===== src/sv/glrd_pkg.sv =====
// Shared types, codes and scaling functions for the glove report deframer.
// No dependencies; every other file imports this package.
package glrd_pkg;

    // Longest report the byte store holds, and the shortest report length.
    localparam int FRAME_MAX   = 10;
    localparam int FRAME_MIN   = 9;
    localparam int TIMER_WIDTH = 24;

    localparam int COUNT_W = $clog2(FRAME_MAX + 1);
    localparam int IDX_W   = $clog2(FRAME_MAX);

    // Finger and attitude bytes sit at report positions 1 to 7.
    localparam int DATA_BYTES = 7;

    localparam int CFG_IDX_W  = 2;
    localparam int CFG_DATA_W = 24;

    localparam logic [7:0] HEADER_BYTE = 8'h80;
    localparam logic [7:0] CAP_LEFT    = 8'h40;
    localparam logic [7:0] CAP_RIGHT   = 8'h01;

    localparam logic [3:0]  FRAME_LENGTH_RST  = 4'd9;
    localparam logic        WIRELESS_MODE_RST = 1'b0;
    localparam logic [23:0] TIMEOUT_TICKS_RST = 24'd2000000;

    typedef enum logic {
        CMD_BYTE = 1'b0,
        CMD_TICK = 1'b1
    } glrd_cmd_t;

    typedef enum logic [1:0] {
        EV_REPORT     = 2'd0,
        EV_BAD_HEADER = 2'd1,
        EV_BAD_CAP    = 2'd2,
        EV_TIMEOUT    = 2'd3
    } glrd_event_t;

    typedef enum logic [CFG_IDX_W-1:0] {
        REG_FRAME_LENGTH  = 2'd0,
        REG_WIRELESS_MODE = 2'd1,
        REG_TIMEOUT_TICKS = 2'd2
    } glrd_reg_idx_t;

    typedef struct packed {
        logic       command;
        logic [7:0] rx_byte;
    } glrd_in_t;

    typedef struct packed {
        logic [1:0]  event_kind;
        logic [15:0] thumb;
        logic [15:0] index_finger;
        logic [15:0] middle_finger;
        logic [15:0] ring_finger;
        logic [15:0] little_finger;
        logic [15:0] pitch;
        logic [15:0] roll;
        logic        right_hand;
    } glrd_out_t;

    typedef struct packed {
        logic [3:0]  frame_length;
        logic        wireless_mode;
        logic [23:0] timeout_ticks;
    } glrd_cfg_t;

    // Decoded event from the frame tracker; data_bytes[0] is report byte 1.
    typedef struct packed {
        logic                       valid;
        logic [1:0]                 kind;
        logic [DATA_BYTES-1:0][7:0] data_bytes;
        logic                       right_hand;
    } glrd_evt_t;

    // byte * 257: the byte repeated in both halves.
    function automatic logic [15:0] finger_scale(input logic [7:0] b);
        return {b, b};
    endfunction

    // (46080*b + 127) / 255 rewritten as 180*b + (180*b + 127) / 255.
    // The inner quotient: y = 256a + c = 255a + (a + c), and a + c < 510,
    // so one compare corrects the estimate a.
    function automatic logic [15:0] angle_scale(input logic [7:0] b);
        logic [15:0] prod;
        logic [15:0] y;
        logic [8:0]  rem;
        prod = 16'({8'd0, b} * 16'd180);
        y    = prod + 16'd127;
        rem  = {1'b0, y[15:8]} + {1'b0, y[7:0]};
        return prod + {8'd0, y[15:8]} + 16'(rem >= 9'd255);
    endfunction

endpackage


===== src/sv/glrd_frame_track.sv =====
// Header hunt, report gathering, checks and idle timer of the deframer.
// Depends on glrd_pkg; instantiated by glove_report_deframer_unit.
module glrd_frame_track
    import glrd_pkg::*;
(
    input  logic      aclk,
    input  logic      aresetn,
    input  logic      step,
    input  glrd_in_t  item,
    input  glrd_cfg_t cfg,
    output glrd_evt_t evt
);

    typedef enum logic {
        HUNT   = 1'b0,
        GATHER = 1'b1
    } phase_t;

    phase_t                 phase_reg, phase_next;
    logic [COUNT_W-1:0]     count_reg, count_next;
    logic [TIMER_WIDTH-1:0] idle_reg, idle_next;
    logic                   lock_reg, lock_next;

    logic [7:0]             store_reg [FRAME_MAX];
    logic                   store_we;
    logic [IDX_W-1:0]       store_idx;

    logic [COUNT_W-1:0]     len;
    logic [COUNT_W-1:0]     len_m1;
    logic [COUNT_W:0]       count_inc;
    logic [TIMER_WIDTH-1:0] ticks_sat;
    logic [7:0]             cap;
    logic                   cap_ok;

    always_comb begin
        if (32'(cfg.frame_length) < 32'(FRAME_MIN)) begin
            len = COUNT_W'(FRAME_MIN);
        end else if (32'(cfg.frame_length) > 32'(FRAME_MAX)) begin
            len = COUNT_W'(FRAME_MAX);
        end else begin
            len = COUNT_W'(cfg.frame_length);
        end
    end

    assign len_m1    = len - COUNT_W'(1);
    assign count_inc = {1'b0, count_reg} + {{COUNT_W{1'b0}}, 1'b1};
    assign ticks_sat = (&idle_reg) ? idle_reg : idle_reg + TIMER_WIDTH'(1);

    // The byte arriving now is the capability byte unless the length shrank
    // under a frame in progress.
    assign cap    = (count_reg == len_m1) ? item.rx_byte : store_reg[len_m1[IDX_W-1:0]];
    assign cap_ok = (cap == CAP_LEFT) || (cap == CAP_RIGHT);

    always_comb begin
        phase_next = phase_reg;
        count_next = count_reg;
        idle_next  = idle_reg;
        lock_next  = lock_reg;
        store_we   = 1'b0;
        store_idx  = '0;
        evt        = '0;

        if (step) begin
            if (item.command == CMD_TICK) begin
                if (phase_reg == GATHER) begin
                    if (32'(ticks_sat) >= 32'(cfg.timeout_ticks)) begin
                        phase_next = HUNT;
                        count_next = '0;
                        idle_next  = '0;
                        lock_next  = 1'b0;
                        evt.valid  = 1'b1;
                        evt.kind   = EV_TIMEOUT;
                    end else begin
                        idle_next = ticks_sat;
                    end
                end
            end else begin
                idle_next = '0;
                if (phase_reg == HUNT) begin
                    if (item.rx_byte == HEADER_BYTE) begin
                        store_we   = 1'b1;
                        count_next = COUNT_W'(1);
                        phase_next = GATHER;
                    end
                end else begin
                    if (32'(count_reg) < 32'(FRAME_MAX)) begin
                        store_we  = 1'b1;
                        store_idx = count_reg[IDX_W-1:0];
                    end
                    if (count_inc < {1'b0, len}) begin
                        count_next = count_inc[COUNT_W-1:0];
                    end else if (store_reg[0] != HEADER_BYTE) begin
                        phase_next = HUNT;
                        count_next = '0;
                        lock_next  = 1'b0;
                        evt.valid  = 1'b1;
                        evt.kind   = EV_BAD_HEADER;
                    end else if (cfg.wireless_mode && !cap_ok) begin
                        phase_next = HUNT;
                        count_next = '0;
                        lock_next  = 1'b0;
                        evt.valid  = 1'b1;
                        evt.kind   = EV_BAD_CAP;
                    end else if (cfg.wireless_mode && !lock_reg) begin
                        // First good frame after a resync: confirm lock, report nothing.
                        lock_next  = 1'b1;
                        count_next = '0;
                    end else begin
                        count_next     = '0;
                        evt.valid      = 1'b1;
                        evt.kind       = EV_REPORT;
                        evt.right_hand = cfg.wireless_mode && (cap == CAP_RIGHT);
                        for (int k = 0; k < DATA_BYTES; k++) begin
                            evt.data_bytes[k] = store_reg[k + 1];
                        end
                    end
                end
            end
        end
    end

    always_ff @(posedge aclk) begin
        if (!aresetn) begin
            phase_reg <= HUNT;
            count_reg <= '0;
            idle_reg  <= '0;
            lock_reg  <= 1'b0;
        end else begin
            phase_reg <= phase_next;
            count_reg <= count_next;
            idle_reg  <= idle_next;
            lock_reg  <= lock_next;
        end
    end

    always_ff @(posedge aclk) begin
        if (store_we) begin
            store_reg[store_idx] <= item.rx_byte;
        end
    end

endmodule


===== src/sv/glrd_report_fmt.sv =====
// Scales a decoded event into the result fields and holds the result beat.
// Depends on glrd_pkg; instantiated by glove_report_deframer_unit.
module glrd_report_fmt
    import glrd_pkg::*;
(
    input  logic      aclk,
    input  logic      aresetn,
    input  logic      load,
    input  glrd_evt_t evt,
    output logic      m_valid,
    input  logic      m_ready,
    output glrd_out_t m_data
);

    logic      valid_reg, valid_next;
    glrd_out_t data_reg;
    glrd_out_t data_next;

    always_comb begin
        data_next.event_kind    = evt.kind;
        data_next.thumb         = finger_scale(evt.data_bytes[0]);
        data_next.index_finger  = finger_scale(evt.data_bytes[1]);
        data_next.middle_finger = finger_scale(evt.data_bytes[2]);
        data_next.ring_finger   = finger_scale(evt.data_bytes[3]);
        data_next.little_finger = finger_scale(evt.data_bytes[4]);
        data_next.pitch         = angle_scale(evt.data_bytes[5]);
        data_next.roll          = angle_scale(evt.data_bytes[6]);
        data_next.right_hand    = evt.right_hand;
    end

    // A load replaces the held beat; otherwise drop it once taken.
    always_comb begin
        if (load) begin
            valid_next = evt.valid;
        end else if (m_ready) begin
            valid_next = 1'b0;
        end else begin
            valid_next = valid_reg;
        end
    end

    always_ff @(posedge aclk) begin
        if (!aresetn) begin
            valid_reg <= 1'b0;
        end else begin
            valid_reg <= valid_next;
        end
    end

    always_ff @(posedge aclk) begin
        if (load && evt.valid) begin
            data_reg <= data_next;
        end
    end

    assign m_valid = valid_reg;
    assign m_data  = data_reg;

endmodule


===== src/sv/glove_report_deframer_unit.sv =====
// Top level of the glove report deframer: input stage, configuration registers,
// frame tracker and result stage. Depends on glrd_pkg, glrd_frame_track, glrd_report_fmt.
//
//   port group | direction | payload      | handshake
//   s_*        | in        | glrd_in_t    | s_valid / s_ready
//   m_*        | out       | glrd_out_t   | m_valid / m_ready
//   cfg_*      | in        | cfg_wdata    | cfg_we, no wait
//
// One beat per cycle sustained while m_ready is high; an accepted beat passes from the
// input register through one pass of tracker and scaling into the result register.
// Synchronous active-low reset clears control state and loads register defaults;
// the byte store holds no reset value and every frame rewrites it before use.
// While m_ready is low the result beat is held; the input register then fills
// and s_ready drops until the result is taken.
module glove_report_deframer_unit
    import glrd_pkg::*;
(
    input  logic                  aclk,
    input  logic                  aresetn,
    input  logic                  s_valid,
    output logic                  s_ready,
    input  glrd_in_t              s_data,
    output logic                  m_valid,
    input  logic                  m_ready,
    output glrd_out_t             m_data,
    input  logic                  cfg_we,
    input  logic [CFG_IDX_W-1:0]  cfg_index,
    input  logic [CFG_DATA_W-1:0] cfg_wdata
);

    logic      in_valid_reg, in_valid_next;
    glrd_in_t  in_data_reg;
    logic      advance;
    glrd_cfg_t cfg_reg;
    glrd_evt_t evt;

    // Advance the held beat whenever the result slot is free or being emptied.
    assign advance = in_valid_reg && (!m_valid || m_ready);
    assign s_ready = !in_valid_reg || advance;

    always_comb begin
        if (s_valid && s_ready) begin
            in_valid_next = 1'b1;
        end else if (advance) begin
            in_valid_next = 1'b0;
        end else begin
            in_valid_next = in_valid_reg;
        end
    end

    always_ff @(posedge aclk) begin
        if (!aresetn) begin
            in_valid_reg <= 1'b0;
        end else begin
            in_valid_reg <= in_valid_next;
        end
    end

    always_ff @(posedge aclk) begin
        if (s_valid && s_ready) begin
            in_data_reg <= s_data;
        end
    end

    always_ff @(posedge aclk) begin
        if (!aresetn) begin
            cfg_reg.frame_length  <= FRAME_LENGTH_RST;
            cfg_reg.wireless_mode <= WIRELESS_MODE_RST;
            cfg_reg.timeout_ticks <= TIMEOUT_TICKS_RST;
        end else if (cfg_we) begin
            unique case (cfg_index)
                REG_FRAME_LENGTH:  cfg_reg.frame_length  <= cfg_wdata[3:0];
                REG_WIRELESS_MODE: cfg_reg.wireless_mode <= cfg_wdata[0];
                REG_TIMEOUT_TICKS: cfg_reg.timeout_ticks <= cfg_wdata[23:0];
                default: ;
            endcase
        end
    end

    glrd_frame_track u_track (
        .aclk    (aclk),
        .aresetn (aresetn),
        .step    (advance),
        .item    (in_data_reg),
        .cfg     (cfg_reg),
        .evt     (evt)
    );

    glrd_report_fmt u_fmt (
        .aclk    (aclk),
        .aresetn (aresetn),
        .load    (advance),
        .evt     (evt),
        .m_valid (m_valid),
        .m_ready (m_ready),
        .m_data  (m_data)
    );

endmodule


===== config.mk =====
export PLATFORM = sky130hd
export DESIGN_NAME = glove_report_deframer_unit
export DESIGN_NICKNAME = d
export VERILOG_FILES = /design/src/sv/glrd_pkg.sv /design/src/sv/glrd_frame_track.sv /design/src/sv/glrd_report_fmt.sv /design/src/sv/glove_report_deframer_unit.sv
export SDC_FILE = /design/constraint.sdc
export NUM_CORES = 1
export LEC_CHECK = 0
export ABC_CLOCK_PERIOD_IN_PS = 20800
export BUFFER_PORTS_ARGS = -buffer_cell sky130_fd_sc_hd__buf_4
export CAP_MARGIN = 20
export CORE_AREA = 3 3 157 159
export DETAILED_ROUTE_END_ITERATION = 8
export DIE_AREA = 0 0 160 162
export PLACE_DENSITY_LB_ADDON = 0.2
export SLEW_MARGIN = 10
export SYNTH_ARGS = -nofsm -noshare
export SYNTH_HDL_FRONTEND = slang
export SYNTH_SLANG_ARGS = --single-unit

===== constraint.sdc =====
create_clock -name aclk -period 20.8 [get_ports aclk]
set_clock_uncertainty 0.1 [all_clocks]
set_input_delay 1.04 -clock aclk [delete_from_list [all_inputs] [get_ports aclk]]
set_output_delay 1.04 -clock aclk [all_outputs]
set_load 0.005 [all_outputs]

# After elaboration in Yosys (flattened, before gate mapping)

Memories as Yosys holds them, arrays and structs flattened.
Index checks and enable logic that the tools add are counted.
W data, S select, Z words.

RAM bits: 80
Memories kept: 1
Output and inout port bits: 117
Bits in registers: 185
Bits of input ports: 40
Word-level logic and storage cells: 134

Memories:

| name              | depth | bits a word | read ports | clocked after memory_dff | wr ports | RTL line               | text |
|---|---|---|---|---|---|---|---|
| u_track.store_reg | 10    | 8           | 9          | 0                        | 1        | glrd_frame_track.sv:24 | `logic [7:0] store_reg [FRAME_MAX];` |

Mux-type cells: 55
Equality and inequality tests: 10
Add/subtract/negate cells: 11
Order comparisons: 7
Reduce and logical (&&, ||, !) cells: 26
Bitwise gates (word level): 2
Multiply operators: 2

Operator list:

| cell                    | count |
|---|---|
| $mux W60                | 4 |
| $mux W57                | 3 |
| $mux W24                | 4 |
| $mux W4                 | 12 |
| $add A16 B1 Y16         | 2 |
| $add A16 B7 Y16 const B | 2 |
| $add A16 B8 Y16         | 2 |
| $mul A8 B6 Y14 const B  | 2 |
| $mux W1                 | 26 |
| $add A24 B1 Y24 const B | 1 |
| $ge A24 B24 Y1          | 1 |
| $reduce_and A24 Y1      | 1 |
| $add A8 B8 Y9           | 2 |
| $ge A9 B8 Y1 const B    | 2 |
| $mux W3                 | 5 |
| $eq A8 B1 Y1 const B    | 1 |
| $eq A8 B7 Y1 const B    | 1 |
| $eq A8 B8 Y1 const B    | 1 |
| $lt A4 B4 Y1 const B    | 2 |
| $mux W8                 | 1 |
| $ne A8 B8 Y1 const B    | 1 |
| $reduce_and A2 Y1       | 4 |
| $reduce_or A7 Y1        | 1 |
| $logic_and A1 B1 Y1     | 6 |
| 17 further kinds        | 26 |

# Depth between registers and ports, before layout

Gate-level depths: netlist (run 1).

Depth in word-level cells: 21
Mapped depth: 49
Mapped depth without buffers: 47

# Cells and area by module

Synthesis (run 1) repeated with hierarchy kept, for this count alone.

Cell total of the unflattened synthesis: 1348
Area, all modules: 15356.0 µm²

By module, submodules not included:

| module                     | times used | area an instance (µm²) | cells each | sequential area each (µm²) |
|---|---|---|---|---|
| glrd_frame_track           | 1          | 7409.6                 | 613        | 4444.3 |
| glrd_report_fmt            | 1          | 6351.1                 | 592        | 2272.2 |
| glove_report_deframer_unit | 1          | 1595.3                 | 143        | 870.8 |

# Least setup slack after synthesis (run 1)

No wires, ideal clock.

Path type: reg2reg
Start point: register cfg_reg[26] (netlist name)
End point: register u_fmt.data_reg, in the netlist u_fmt.m_data[27], data pin
Data required time: 20431 ps
Clock period less this slack: 9317 ps
Stages on the path, launching flop included: 48
Arrival: 8948 ps
Path buffers: 4
Library setup time: 269 ps
Path slack: 11483 ps
Cell sequence: dfxtp_1 > o21a_4 > inv_1 > ha_1 > buf_2 > xnor2_1 > o31a_1 > a22o_1 > a21o_1 > a22oi_2 > nand3_1 > o21a_1 > nor2_1 > buf_2 > clkbuf_1 > and2_1 > ha_1 > fa_1 > [12 not listed] > nor2_1 > o21a_1 > o21a_1 > o21ai_0 > nand2b_1 > a21o_1 > a21oi_1 > o21ai_0 > ha_1 > ha_1 > a21o_1 > a21o_1 > a21o_1 > a21o_1 > a21o_1 > a21oi_1 > nor2_1 > xor2_1

RTL lines:

| what                   | RTL line                         | text |
|---|---|---|
| start: declaration     | glove_report_deframer_unit.sv:34 | `glrd_cfg_t cfg_reg;` |
| end signal: assignment | glrd_report_fmt.sv:52            | `data_reg <= data_next;` |
| end: declaration       | glrd_report_fmt.sv:16            | `glrd_out_t data_reg;` |

==> impl_results.rst, run 1 <==
.. list-table::
   :header-rows: 1

   * - Metric
     - Value
   * - Run status
     - finished, final reports clean
   * - Post-DR wirelength/cell
     - approximately 17 um
   * - Signed area change from the synthesized netlist to the final layout
     - 15.7%
   * - CP max stage delay
     - approximately 0.73 ns
   * - Endpoints failing setup
     - 0
   * - Maximum fanout along the worst path
     - 58
   * - Via count of the first global-routing pass
     - a little over 10000
   * - Max reg flops
     - 128
   * - Post-synthesis area per instance
     - around 11 sq um
   * - Cell area after synthesis
     - about 0.015 sq mm
   * - CTS Root Buffer Type
     - clkbuf_16
   * - Tightest Pin Transition
     - ~1.0 ns
   * - Required time at the worst-slack endpoint
     - 20.96 ns
   * - Clock Latency Late Sink
     - around 0.58 ns
   * - Met3 track demand over resource
     - approximately 3.7%
   * - Die Span Y
     - around 160 um
   * - ANT cells
     - 0
   * - Count of synthesis-stage warnings from yosys
     - 0
   * - Relative contribution of sequential cells to total power
     - 52.7%
   * - Die Wd
     - roughly 160 um
   * - Overall track demand over capacity in global routing
     - between 20% and 30%
   * - Pre-Repair DR Iteration Count
     - 5
   * - Internal power summed over all cells
     - 0.000903 W
   * - Pwr per Cell Area
     - ~67 mW/mm^2
   * - Total of max-cap violations
     - 0
   * - Wire length of the first global-routing pass
     - between 50 and 60 mm
   * - Input/output buffers
     - 156
   * - Core area
     - 0.0234 sq mm
   * - Tcrit/Tclk final
     - ~52%
   * - Power share of the combinational group
     - roughly 3.0%
   * - Worst hold path type
     - reg2reg
   * - Ys async rst share
     - 0%
   * - Flip-flop and latch count after synthesis
     - 272
   * - Startpoint of the worst-slack reg-to-reg timing path
     - cfg_reg[27]$_SDFFE_PN0P_
   * - Total placed cells including tap cells
     - about 1800
   * - Number of vias per cell after detailed routing
     - approximately 5.5
   * - Max-Slew Margin vs Limit
     - between 30% and 40%
   * - Number of buffers added by the clock tree synthesis step
     - 28
   * - Number of gates resized after cts
     - 0
   * - Total Negative Setup Slacks
     - 0 ns
   * - Maximum number of pins on one net before global-route repair
     - 76
   * - Area of the die
     - roughly 0.026 sq mm
   * - DRC violation total after the first TritonRoute iteration
     - 700
   * - Share of the core filled with cells in the final layout
     - between 70 and 80%
   * - Clock slew at the register clock pins of the worst setup and hold paths
     - around 0.070 ns
   * - Max Slew Vio Count
     - 0
   * - Count of final hold-check violations
     - 0
   * - Initial standard-cell utilization of the core
     - 63.4%
   * - Met2 capacity usage during global routing
     - a little over two fifths
   * - Largest voltage drop on the vdd net
     - around 0.079 mV
   * - Level count of the clock H-tree
     - 1
   * - Path type of the worst setup path
     - reg2reg
   * - Remaining antenna violation count after routing
     - 0
   * - Part of the total power dissipated in the clock network
     - between 40 and 50%
   * - Clk sinks
     - ~270
   * - Total routed wirelength
     - between 30 and 40 mm
   * - RSZ-0062 raised after global routing
     - no
   * - Clock period minus worst slack
     - around 11 ns
   * - Startpoint type of the worst setup path
     - flip-flop
   * - Slowest stage cell on the critical path
     - xnor2_1
   * - Ports
     - about 160
   * - Count of vias placed by the detailed router
     - approximately 10000
   * - Kind of capture point of the worst setup path
     - flip-flop
   * - Count of cell types in the netlist
     - 66
   * - Standard-cell row count
     - 56
   * - Final HPWL DP
     - around 22 mm
   * - Number of standard cells after synthesis
     - between 1000 and 1500
   * - Detailed-route DRC error count
     - 0
   * - Clock tree from TritonCTS
     - built
   * - Max Fclk
     - roughly 93 MHz
   * - Cell mode on critical path
     - a21o_1
   * - Busiest layer in global routing
     - met2
   * - Weighted congestion reported at the end of routability-driven placement
     - 0.907
   * - Fraction of layout cells with a size suffix above 1
     - between 10% and 20%
   * - Nets
     - 1665
   * - Max Buffers Root-to-Sink
     - 3
   * - Startpoint of the worst setup timing path
     - cfg_reg[27]$_SDFFE_PN0P_
   * - Switching power summed over all nets
     - roughly 0.00025 W
   * - Non-filler instance count after layout
     - about 1800
   * - Antenna violations before repair
     - 0
   * - Prevailing post-synth register cell
     - edfxtp_1
   * - Data arrival time of the critical path
     - roughly 11 ns
   * - Count of flip-flops with a built-in enable after synthesis
     - between 200 and 250
   * - Launch point of the worst hold path
     - cfg_reg[3]$_SDFFE_PN0P_
   * - Count of buffers added by post-CTS timing repair for setup
     - 0
   * - Leakage power
     - just under 7 nW
   * - Total design power
     - 0.00115 W
   * - Switching fraction of total power
     - 21.6%
   * - GRT Residual Overflow
     - 0
   * - Sequential fraction of the synthesis area
     - 51.0%
   * - Hold bufs inserted after CTS
     - 0
   * - Global routing usage on met1
     - between 30 and 40%
[layout make-up]
type / count / area (sq um)
flip-flops and latches: 272 / 7570
multi-input cells: 919 / 6590
fillers: 1674 / 6250
repair buffers: 162 / 1220
clock buffers: 36 / 776
inverters: 110 / 415
well taps: 319 / 399
clock inverters: 16 / 185
[cell usage in the layout, fill, tap and decap left out, types with 4 or more instances in the layout]
cell type | netlist | layout
ha_1 | 113 | 113
nand3_1 | 47 | 47
nor3_1 | 21 | 21
inv_1 | 109 | 109
and3_1 | 9 | 9
o211ai_1 | 13 | 13
nor2b_1 | 15 | 15
a21o_1 | 32 | 32
nor2_1 | 58 | 57
xnor2_1 | 67 | 67
a21boi_0 | 41 | 41
edfxtp_1 | 212 | 212
nand4_1 | 14 | 14
clkbuf_1 | 33 | 4
fa_1 | 19 | 19
a211oi_1 | 4 | 4
nor3b_1 | 4 | 4
mux4_2 | 4 | 4
clkinv_4 | 0 | 4
conb_1 | 2 | 50
or3_1 | 4 | 4
clkinvlp_4 | 0 | 4
nand2b_1 | 8 | 8
o21a_1 | 11 | 11
buf_4 | 40 | 159
o21ai_0 | 33 | 33
nand2_1 | 120 | 120
and2_1 | 62 | 61
xor2_1 | 37 | 37
nor4_1 | 16 | 16
or4_1 | 8 | 8
dfxtp_1 | 60 | 60
nand3b_1 | 4 | 4
o21bai_1 | 7 | 7
clkbuf_16 | 0 | 29
a21oi_1 | 48 | 47
a31oi_1 | 7 | 7
[worst max-delay path, delay by kind of cell, from the launching register on]
kind | cells | cell delay, ns
AOI/OAI and AO/OA | 19 | 3.77
adders and majority gates | 8 | 2.59
xor gates and xnor gates | 5 | 1.52
and+or+nand+nor | 9 | 1.34
buffers and inverters | 5 | 0.73
DFF | 1 | 0.35
[power groups by stage]
stage,combinational [W],clock (W),sequential (W)
floorplan,0.0000226,0,0.000612
global placement,0.0000333,0,0.000618
detailed placement,0.0000338,0,0.000619
CTS,0.0000342,0.000518,0.000608
global route,0.0000388,0.000541,0.000609
finish,0.0000348,0.000510,0.000607
[cell families (layout without fill, tap and decap cells)]
logic type      Yosys count  count (layout)  share of synthesized area (%)
mux                       9               9                          0.962
flops                   272             272                           51.0
other cells               2              50                         0.0507
simple gates            404             404                           13.9
buf+inv                 186             324                           5.76
compound gates          220             220                           10.0
xor+xnor                104             104                           6.14
fa+ha+maj               132             132                           12.1
[worst paths after layout]
check | end | slack (ns) | depth (start not counted)
max reg2reg | u_fmt.m_data[15]$_DFFE_PP_ | 10.08 | 46
min | cfg_reg[3]$_SDFFE_PN0P_ | 0.37 | 2
min reg2reg | cfg_reg[3]$_SDFFE_PN0P_ | 0.37 | 2
max | u_fmt.m_data[15]$_DFFE_PP_ | 10.08 | 46
[Yosys cell counts (15+ instances only)]
library cell | number | area, sq um
nor3_1 | 21 | 105
nor4_1 | 16 | 100
nor2_1 | 58 | 218
a21boi_0 | 41 | 308
fa_1 | 19 | 380
xnor2_1 | 67 | 587
clkbuf_1 | 33 | 124
a21oi_1 | 48 | 240
a21o_1 | 32 | 240
inv_1 | 109 | 409
nand3_1 | 47 | 235
buf_4 | 40 | 300
dfxtp_1 | 60 | 1200
nor2b_1 | 15 | 93.8
and2_1 | 62 | 388
xor2_1 | 37 | 324
o21ai_0 | 33 | 165
nand2_1 | 120 | 450
edfxtp_1 | 212 | 6370
ha_1 | 113 | 1410
[stage by stage]
step	hold slack, ns	area [sq um]	worst slack, ns
after floorplan	0.341	15000	11.48
after global placement	0.352	16200	10.68
after detailed placement	0.358	16200	10.38
after CTS	0.368	17100	10.25
after global routing	0.389	17200	9.26
final	0.366	17200	10.08
[routing by layer]
metal	wire [um]	up-vias	part of all wire [%]
li1	-	4938	-
met1	13100	4753	42
met2	15200	322	49
met3	1890	59	6.1
met4	688	0	2.2
met5	0	-	0
Power figures use the tool's default switching activity.
==> inputs of run 2 (changes only) <==
ABC_AREA = 1   (was default)
ABC_CLOCK_PERIOD_IN_PS = 10800   (was 20800)
CORE_AREA = 3 3 163 165   (was 3 3 157 159)
DIE_AREA = 0 0 166 168   (was 0 0 160 162)
clock period = 10.8 ns   (was 20.8 ns; I/O delays follow)
==> run 2 against run 1 <==
  * Sequential power rose by 91%
  * Power rose by 86%
  * Worst hold slack got worse by 0.30 ns
  * Design area rose by 1.7%
  * Setup slack got worse by 9.2 ns
  * Routed wire length fell by 0.36%
  * Fmax rose by 7.8%
  * Highest routed layer unchanged
==> impl_results.rst, run 2 <==
.. list-table::
   :header-rows: 1

   * - Metric
     - Value
   * - Run status
     - finished, final reports clean
   * - Minimum setup slack in the final design
     - 0.855 ns (-9.22 ns)
   * - Required time at the worst-slack endpoint
     - 10.99 ns (-9.97 ns)
   * - Maximum number of pins on one net before global-route repair
     - 77 (+1.3%)
   * - Count of final hold-check violations
     - 0 (unchanged)
   * - Weighted congestion reported at the end of routability-driven placement
     - 0.883 (-2.7%)
   * - Share of the synthesized area in the top cell type
     - 42.1% (-0.79 points)
   * - Detailed-route DRC error count
     - 0 (unchanged)
   * - Clock period minus worst slack
     - 9.94 ns (-0.779 ns)
   * - Ranking of synthesized cells by instance count
     - inv_1 (269), nand2_1 (229), edfxtp_1 (212)
   * - Max-Slew Margin vs Limit
     - 31.3% (-1.3 points)
   * - Prevailing post-synth register cell
     - edfxtp_1
   * - Total design power
     - 0.00215 W (+86%)
   * - Input/output buffers
     - 156 (unchanged)
   * - Switching fraction of total power
     - 21.5% (-0.12 points)
   * - Clk sinks
     - 272 (unchanged)
   * - Die Wd
     - 166 um (+3.8%)
   * - Clock tree from TritonCTS
     - built
   * - Count leader, synth
     - inv_1
   * - Slowest stage cell on the critical path
     - fa_1
   * - Share of the core filled with cells in the final layout
     - 69.3% (-4.0 points)
   * - Post-synthesis area per instance
     - 9.55 sq um (-14%)
   * - Tightest Pin Transition
     - 1.03 ns (+0.0180 ns)
   * - Standard-cell row count
     - 58 (+3.6%)
   * - Data arrival time of the critical path
     - 10.14 ns (-0.74 ns)
   * - Pre-Repair DR Iteration Count
     - 5 (unchanged)
   * - DRC violation total after the first TritonRoute iteration
     - 701 (+0.14%)
   * - Kind of capture point of the worst setup path
     - flip-flop
   * - Endpoints failing setup
     - 0 (unchanged)
   * - Flip-flop and latch count after synthesis
     - 272 (unchanged)
   * - Max Slew Vio Count
     - 0 (unchanged)
   * - ANT cells
     - 0 (unchanged)
   * - Relative contribution of sequential cells to total power
     - 54.1% (+1.4 points)
   * - Leakage power
     - 8.28 nW (+19%)
   * - Core area
     - 0.0252 sq mm (+7.6%)
   * - Post-DR wirelength/cell
     - 14.6 um (-13%)
   * - Initial standard-cell utilization of the core
     - 60.0% (-3.4 points)
   * - Synth area leader
     - edfxtp_1
   * - Total routed wirelength
     - 30.8 mm (-0.36%)
   * - Final HPWL DP
     - 22.5 mm (+2.6%)
   * - Switching power summed over all nets
     - 0.000461 W (+85%)
   * - Cell area after synthesis
     - 0.0151 sq mm (+1.9%)
   * - Worst hold path type
     - in2reg
   * - Number of vias per cell after detailed routing
     - 5.15 (-6.2%)
   * - Most frequent cells in the layout
     - inv_1 (268), nand2_1 (229), edfxtp_1 (212)
   * - Cell mode on critical path
     - nand2_1
   * - Tcrit/Tclk final
     - 92.1% (+41 points)
   * - Number of buffers added by the clock tree synthesis step
     - 27 (-3.6%)
   * - Clock Latency Late Sink
     - 0.56 ns (-0.02 ns)
   * - CP max stage delay
     - 0.52 ns (-0.21 ns)
   * - Count of vias placed by the detailed router
     - 10900 (+7.8%)
   * - Clock slew at the register clock pins of the worst setup and hold paths
     - 0.06 ns (about the same)
   * - Ports
     - 157 (unchanged)
   * - Level count of the clock H-tree
     - 1 (unchanged)
   * - Total of max-cap violations
     - 0 (unchanged)
   * - Total Negative Setup Slacks
     - 0 ns (unchanged)
   * - Leading cell type in the layout, fill and taps excluded
     - inv_1
   * - Startpoint type of the worst setup path
     - flip-flop
   * - Count of flip-flops with a built-in enable after synthesis
     - 212 (unchanged)
   * - Die Span Y
     - 168 um (+3.7%)
   * - Largest voltage drop on the vdd net
     - 0.130 mV (+64%)
   * - Overall track demand over capacity in global routing
     - 21.9% (-1.9 points)
   * - Count of cell types in the netlist
     - 46 (-30%)
   * - Part of the total power dissipated in the clock network
     - 41.6% (-2.7 points)
   * - Power share of the combinational group
     - 4.3% (+1.3 points)
   * - Remaining antenna violation count after routing
     - 0 (unchanged)
   * - Max Buffers Root-to-Sink
     - 3 (unchanged)
   * - Max Fclk
     - 101 MHz (+7.8%)
   * - Antenna violations before repair
     - 0 (unchanged)
   * - Top post-synthesis cells by area
     - edfxtp_1 (42%), ha_1 (9.4%), dfxtp_1 (8.0%), inv_1 (6.7%), nand2_1 (5.7%)
   * - Nets
     - 1931 (+16%)
   * - CTS Root Buffer Type
     - clkbuf_16
   * - Via count of the first global-routing pass
     - 10900 (+6.6%)
   * - Count of synthesis-stage warnings from yosys
     - 0 (unchanged)
   * - Area of the die
     - 0.0279 sq mm (+7.6%)
   * - Fraction of layout cells with a size suffix above 1
     - 14.1% (-0.94 points)
   * - Number of standard cells after synthesis
     - 1581 (+19%)
   * - Pwr per Cell Area
     - 123 mW/mm^2 (+83%)
   * - GRT Residual Overflow
     - 0 (unchanged)
   * - Path type of the worst setup path
     - reg2reg
   * - DP Worst Slack
     - 0.526 ns (-9.85 ns)
   * - Signed area change from the synthesized netlist to the final layout
     - 15.5%
   * - Wire length of the first global-routing pass
     - 51.3 mm (+1.3%)
   * - Max reg flops
     - 128 (unchanged)
   * - Sequential fraction of the synthesis area
     - 50.1% (-0.94 points)
   * - Internal power summed over all cells
     - 0.00169 W (+87%)
   * - Maximum fanout along the worst path
     - 11 (-81%)
   * - Ys async rst share
     - 0% (unchanged)
[run 2: logic make-up (layout without fill, tap and decap cells)]
| kind of cell | Yosys count | count (layout) | share of synthesized area, % |
|---|---|---|---|
| fa+ha+maj | 132 | 132 | 11.9 |
| buf+inv | 341 | 491 | 9.63 |
| xor+xnor | 86 | 86 | 4.99 |
| mux | 1 | 1 | 0.0663 |
| simple gates | 557 | 557 | 16.0 |
| flops | 272 | 272 | 50.1 |
| other cells | 2 | 50 | 0.0497 |
| compound gates | 190 | 190 | 7.31 |
[run 2: routing by layer]
layer  GRT usage (%)  share of wire, %  routed length [um]
met1            27.1                42               12800
met2            40.2                51               15700
met3            3.17               5.1                1580
met4            6.04               2.2                 682
met5               0                 0                   0
[run 2: timing repair]
action	CTS	global route
hold buffers	0	0
resized for setup	0	14
endpoints found under the setup margin	0	8
setup buffers	0	2
[run 2: worst paths after layout]
path	cells past startpoint	slack (ns)	endpoint	start
max	52	0.86	u_fmt.m_data[15]$_DFFE_PP_	cfg_reg[26]$_SDFFE_PN0P_
min	1	0.07	in_data_reg[0]$_DFFE_PP_	s_data[0]
max reg2reg	52	0.86	u_fmt.m_data[15]$_DFFE_PP_	cfg_reg[26]$_SDFFE_PN0P_
min reg2reg	2	0.37	cfg_reg[14]$_SDFFE_PN0P_	cfg_reg[14]$_SDFFE_PN0P_
[run 2: final cells by class]
| type | instances | area, sq um |
|---|---|---|
| well taps | 330 | 413 |
| repair buffers | 168 | 1260 |
| repair inverters | 1 | 5.00 |
| clock inverters | 12 | 95.1 |
| fillers | 1974 | 7740 |
| inverters | 273 | 1030 |
| flip-flops and latches | 272 | 7570 |
| multi-input cells | 1016 | 6330 |
| clock buffers | 37 | 743 |
[run 2: critical path: cells and delay by family (launching register included)]
family | cells | cell delay (ns)
XOR/XNOR | 3 | 0.81
AO/OA/AOI/OAI | 11 | 1.98
flip-flops | 1 | 0.35
AND/OR/NAND/NOR | 26 | 3.22
buffers and inverters | 4 | 0.41
adder cells (fa/ha/maj) | 8 | 2.79
[run 2: per-stage QoR]
step	area, sq um	hold WS, ns	std cells
detailed placement	16500	0.356	2057
CTS	17400	0.0475	2106
floorplan	15300	0.335	1629
finish	17400	0.0683	2109
global route	17400	0.0429	2109
global placement	16500	0.351	2057
[run 2: power by group through the flow]
stage | registers, W | clock network [W] | logic [W]
2_1_floorplan | 0.00118 | 0 | 0.0000587
3_3_place_gp | 0.00118 | 0 | 0.0000902
3_5_place_dp | 0.00118 | 0 | 0.0000919
4_1_cts | 0.00116 | 0.000912 | 0.0000925
5_1_grt | 0.00116 | 0.000958 | 0.000107
6_report | 0.00116 | 0.000894 | 0.0000933
==> inputs of run 3 (changes only) <==
ABC_AREA = default   (was 1)
CORE_AREA = 3 3 162 164   (was 3 3 163 165)
DIE_AREA = 0 0 165 167   (was 0 0 166 168)
==> run 3 against run 2 <==
  * Power rose by 1.9%
  * Highest routed layer unchanged
  * Worst hold slack worse by 0.010 ns
  * Design area is 0.97% lower
  * Utilization shrank 0.27 points
==> impl_results.rst, run 3 (synthesized netlist as in run 1, its figures left out) <==
.. list-table::
   :header-rows: 1

   * - Metric
     - Value
   * - Die Span Y
     - 167 um (-0.60%)
   * - Switching fraction of total power
     - 21.1% (-0.36 points)
   * - Pre-Repair DR Iteration Count
     - 5 (unchanged)
   * - Area of the die
     - 0.0276 sq mm (-1.2%)
   * - GRT Residual Overflow
     - 0 (unchanged)
   * - Most frequent cells in the layout
     - edfxtp_1 (212), buf_4 (173), nand2_1 (120)
   * - Count of final hold-check violations
     - 0 (unchanged)
   * - Nets
     - 1678 (-13%)
   * - Initial standard-cell utilization of the core
     - 59.2% (-0.77 points)
   * - Post-DR wirelength/cell
     - 16.1 um (+10%)
   * - Clock Latency Late Sink
     - 0.56 ns (about the same)
   * - Non-filler instance count after layout
     - 1858 (-12%)
   * - Input/output buffers
     - 156 (unchanged)
   * - ANT cells
     - 0 (unchanged)
   * - Core area
     - 0.0250 sq mm (-0.58%)
   * - Total routed wirelength
     - 29.9 mm (-2.9%)
   * - Max Slew Vio Count
     - 0 (unchanged)
   * - Fraction of layout cells with a size suffix above 1
     - 15.8% (+1.7 points)
   * - Signed area change from the synthesized netlist to the final layout
     - 16.5%
   * - CP max stage delay
     - 0.54 ns (+0.02 ns)
   * - Maximum fanout along the worst path
     - 9 (-2)
   * - Post-route standard cell area excluding fillers
     - 0.0173 sq mm (-0.97%)
   * - Data arrival time of the critical path
     - 10.21 ns (+0.07 ns)
   * - Number of vias per cell after detailed routing
     - 5.36 (+4.0%)
   * - Global routing usage on met1
     - 30.0% (+2.9 points)
   * - Required time at the worst-slack endpoint
     - 10.98 ns (about the same)
   * - Leakage power
     - 7.01 nW (-15%)
   * - Clock period minus worst slack
     - 10.03 ns (+0.0898 ns)
   * - Largest voltage drop on the vdd net
     - 0.154 mV (+18%)
   * - Via count of the first global-routing pass
     - 9737 (-11%)
   * - Pwr per Cell Area
     - 127 mW/mm^2 (+2.9%)
   * - Startpoint type of the worst setup path
     - flip-flop
   * - Run status
     - finished, final reports clean
   * - Worst hold path type
     - in2reg
   * - Cell mode on critical path
     - a21o_1
   * - Slowest stage cell on the critical path
     - fa_1
   * - CTS Root Buffer Type
     - clkbuf_16
   * - Overall track demand over capacity in global routing
     - 21.7% (-0.20 points)
   * - Antenna violations before repair
     - 0 (unchanged)
   * - Endpoints failing setup
     - 0 (unchanged)
   * - Number of buffers added by the clock tree synthesis step
     - 28 (+3.7%)
   * - Part of the total power dissipated in the clock network
     - 43.4% (+1.8 points)
   * - Max Buffers Root-to-Sink
     - 3 (unchanged)
   * - DRC violation total after the first TritonRoute iteration
     - 717 (+2.3%)
   * - Remaining antenna violation count after routing
     - 0 (unchanged)
   * - Tightest Pin Transition
     - 1.03 ns (-0.00239 ns)
   * - Clk sinks
     - 272 (unchanged)
   * - Relative contribution of sequential cells to total power
     - 52.8% (-1.3 points)
   * - Met2 capacity usage during global routing
     - 36.5% (-3.8 points)
   * - Wire length of the first global-routing pass
     - 48.7 mm (-5.1%)
   * - Max reg flops
     - 128 (unchanged)
   * - Tcrit/Tclk final
     - 92.9% (+0.83 points)
   * - Met3 track demand over resource
     - 2.96% (-0.21 points)
   * - Count of vias placed by the detailed router
     - 9950 (-8.4%)
   * - Total placed cells including tap cells
     - 1802 (-12%)
   * - Switching power summed over all nets
     - 0.000462 W (+0.18%)
   * - Path type of the worst setup path
     - reg2reg
   * - Clock tree from TritonCTS
     - built
   * - Detailed-route DRC error count
     - 0 (unchanged)
   * - Maximum number of pins on one net before global-route repair
     - 76 (-1.3%)
   * - Ports
     - 157 (unchanged)
   * - Total of max-cap violations
     - 0 (unchanged)
   * - Max Fclk
     - 99.7 MHz (-0.90%)
   * - Standard-cell row count
     - 58 (unchanged)
   * - Internal power summed over all cells
     - 0.00173 W (+2.4%)
   * - Max-Slew Margin vs Limit
     - 31.5% (+0.24 points)
   * - Final HPWL DP
     - 21.6 mm (-4.1%)
   * - Kind of capture point of the worst setup path
     - flip-flop
   * - Weighted congestion reported at the end of routability-driven placement
     - 0.887 (+0.54%)
   * - Die Wd
     - 165 um (-0.60%)
   * - Clock slew at the register clock pins of the worst setup and hold paths
     - 0.06 ns (about the same)
   * - Busiest layer in global routing
     - met2
   * - Placed Area
     - 0.0163 sq mm (-1.5%)
   * - Leading cell type in the layout, fill and taps excluded
     - edfxtp_1
   * - Fill cell count
     - 1861 (-5.7%)
   * - Level count of the clock H-tree
     - 1 (unchanged)
   * - Hold bufs inserted after CTS
     - 0 (unchanged)
   * - Power share of the combinational group
     - 3.8% (-0.5 points)
[run 3: layout make-up]
class                   instances  area (sq um)  area share [%]
clock buffers                  37           764            4.43
clock inverters                15           159           0.920
inverters                     110           415            2.40
multi-input cells             919          6620            38.3
flip-flops and latches        272          7570            43.8
well taps                     330           413            2.39
repair buffers                175          1330            7.72
[run 3: repair_timing]
action,CTS,global route
setup endpoints to repair,0,14
setup buffers,0,3
resized for setup,0,5
[run 3: final timing paths]
kind | from | endpoint | slack, ns | cells after the start
max | cfg_reg[26]$_SDFFE_PN0P_ | u_fmt.m_data[27]$_DFFE_PP_ | 0.77 | 42
min | s_data[4] | in_data_reg[4]$_DFFE_PP_ | 0.06 | 1
max reg2reg | cfg_reg[26]$_SDFFE_PN0P_ | u_fmt.m_data[27]$_DFFE_PP_ | 0.77 | 42
min reg2reg | cfg_reg[3]$_SDFFE_PN0P_ | cfg_reg[3]$_SDFFE_PN0P_ | 0.36 | 2
[run 3: through the flow]
| step | power (W) | hold WS, ns | util, % | TNS, ns | setup slack (ns) |
|---|---|---|---|---|---|
| after floorplan | 0.00122 | 0.341 | - | 0 | 1.48 |
| after global placement | 0.00126 | 0.351 | 65.0 | 0 | 0.786 |
| after detailed placement | 0.00126 | 0.359 | 65.0 | 0 | 0.436 |
| after CTS | 0.00221 | 0.0332 | 68.7 | 0 | 0.414 |
| after global routing | 0.00227 | 0.0354 | 69.0 | -0.0300 | -0.0300 |
| final | 0.00219 | 0.0579 | 69.0 | 0 | 0.766 |
[run 3: worst max-delay path: cells and delay by family, from the launching register on]
family	cells	cell delay [ns]
muxes	1	0.35
AOI/OAI and AO/OA	18	3.38
DFF	1	0.35
adders and majority gates	8	2.83
and+or+nand+nor	7	1.30
buffers and inverters	5	0.54
xor gates and xnor gates	3	0.88
[run 3: metal layers]
metal | part of all wire, % | vias up
li1 | - | 4953
met1 | 45 | 4731
met2 | 48 | 224
met3 | 5.0 | 42
met4 | 1.9 | 0
met5 | 0 | -
[run 3: power by group through the flow]
stage / clock network (W) / logic, W / registers (W)
2_1_floorplan: 0 / 0.0000435 / 0.00118
3_3_place_gp: 0 / 0.0000804 / 0.00118
3_5_place_dp: 0 / 0.0000820 / 0.00118
4_1_cts: 0.000973 / 0.0000824 / 0.00116
5_1_grt: 0.00102 / 0.0000919 / 0.00116
6_report: 0.000951 / 0.0000829 / 0.00116
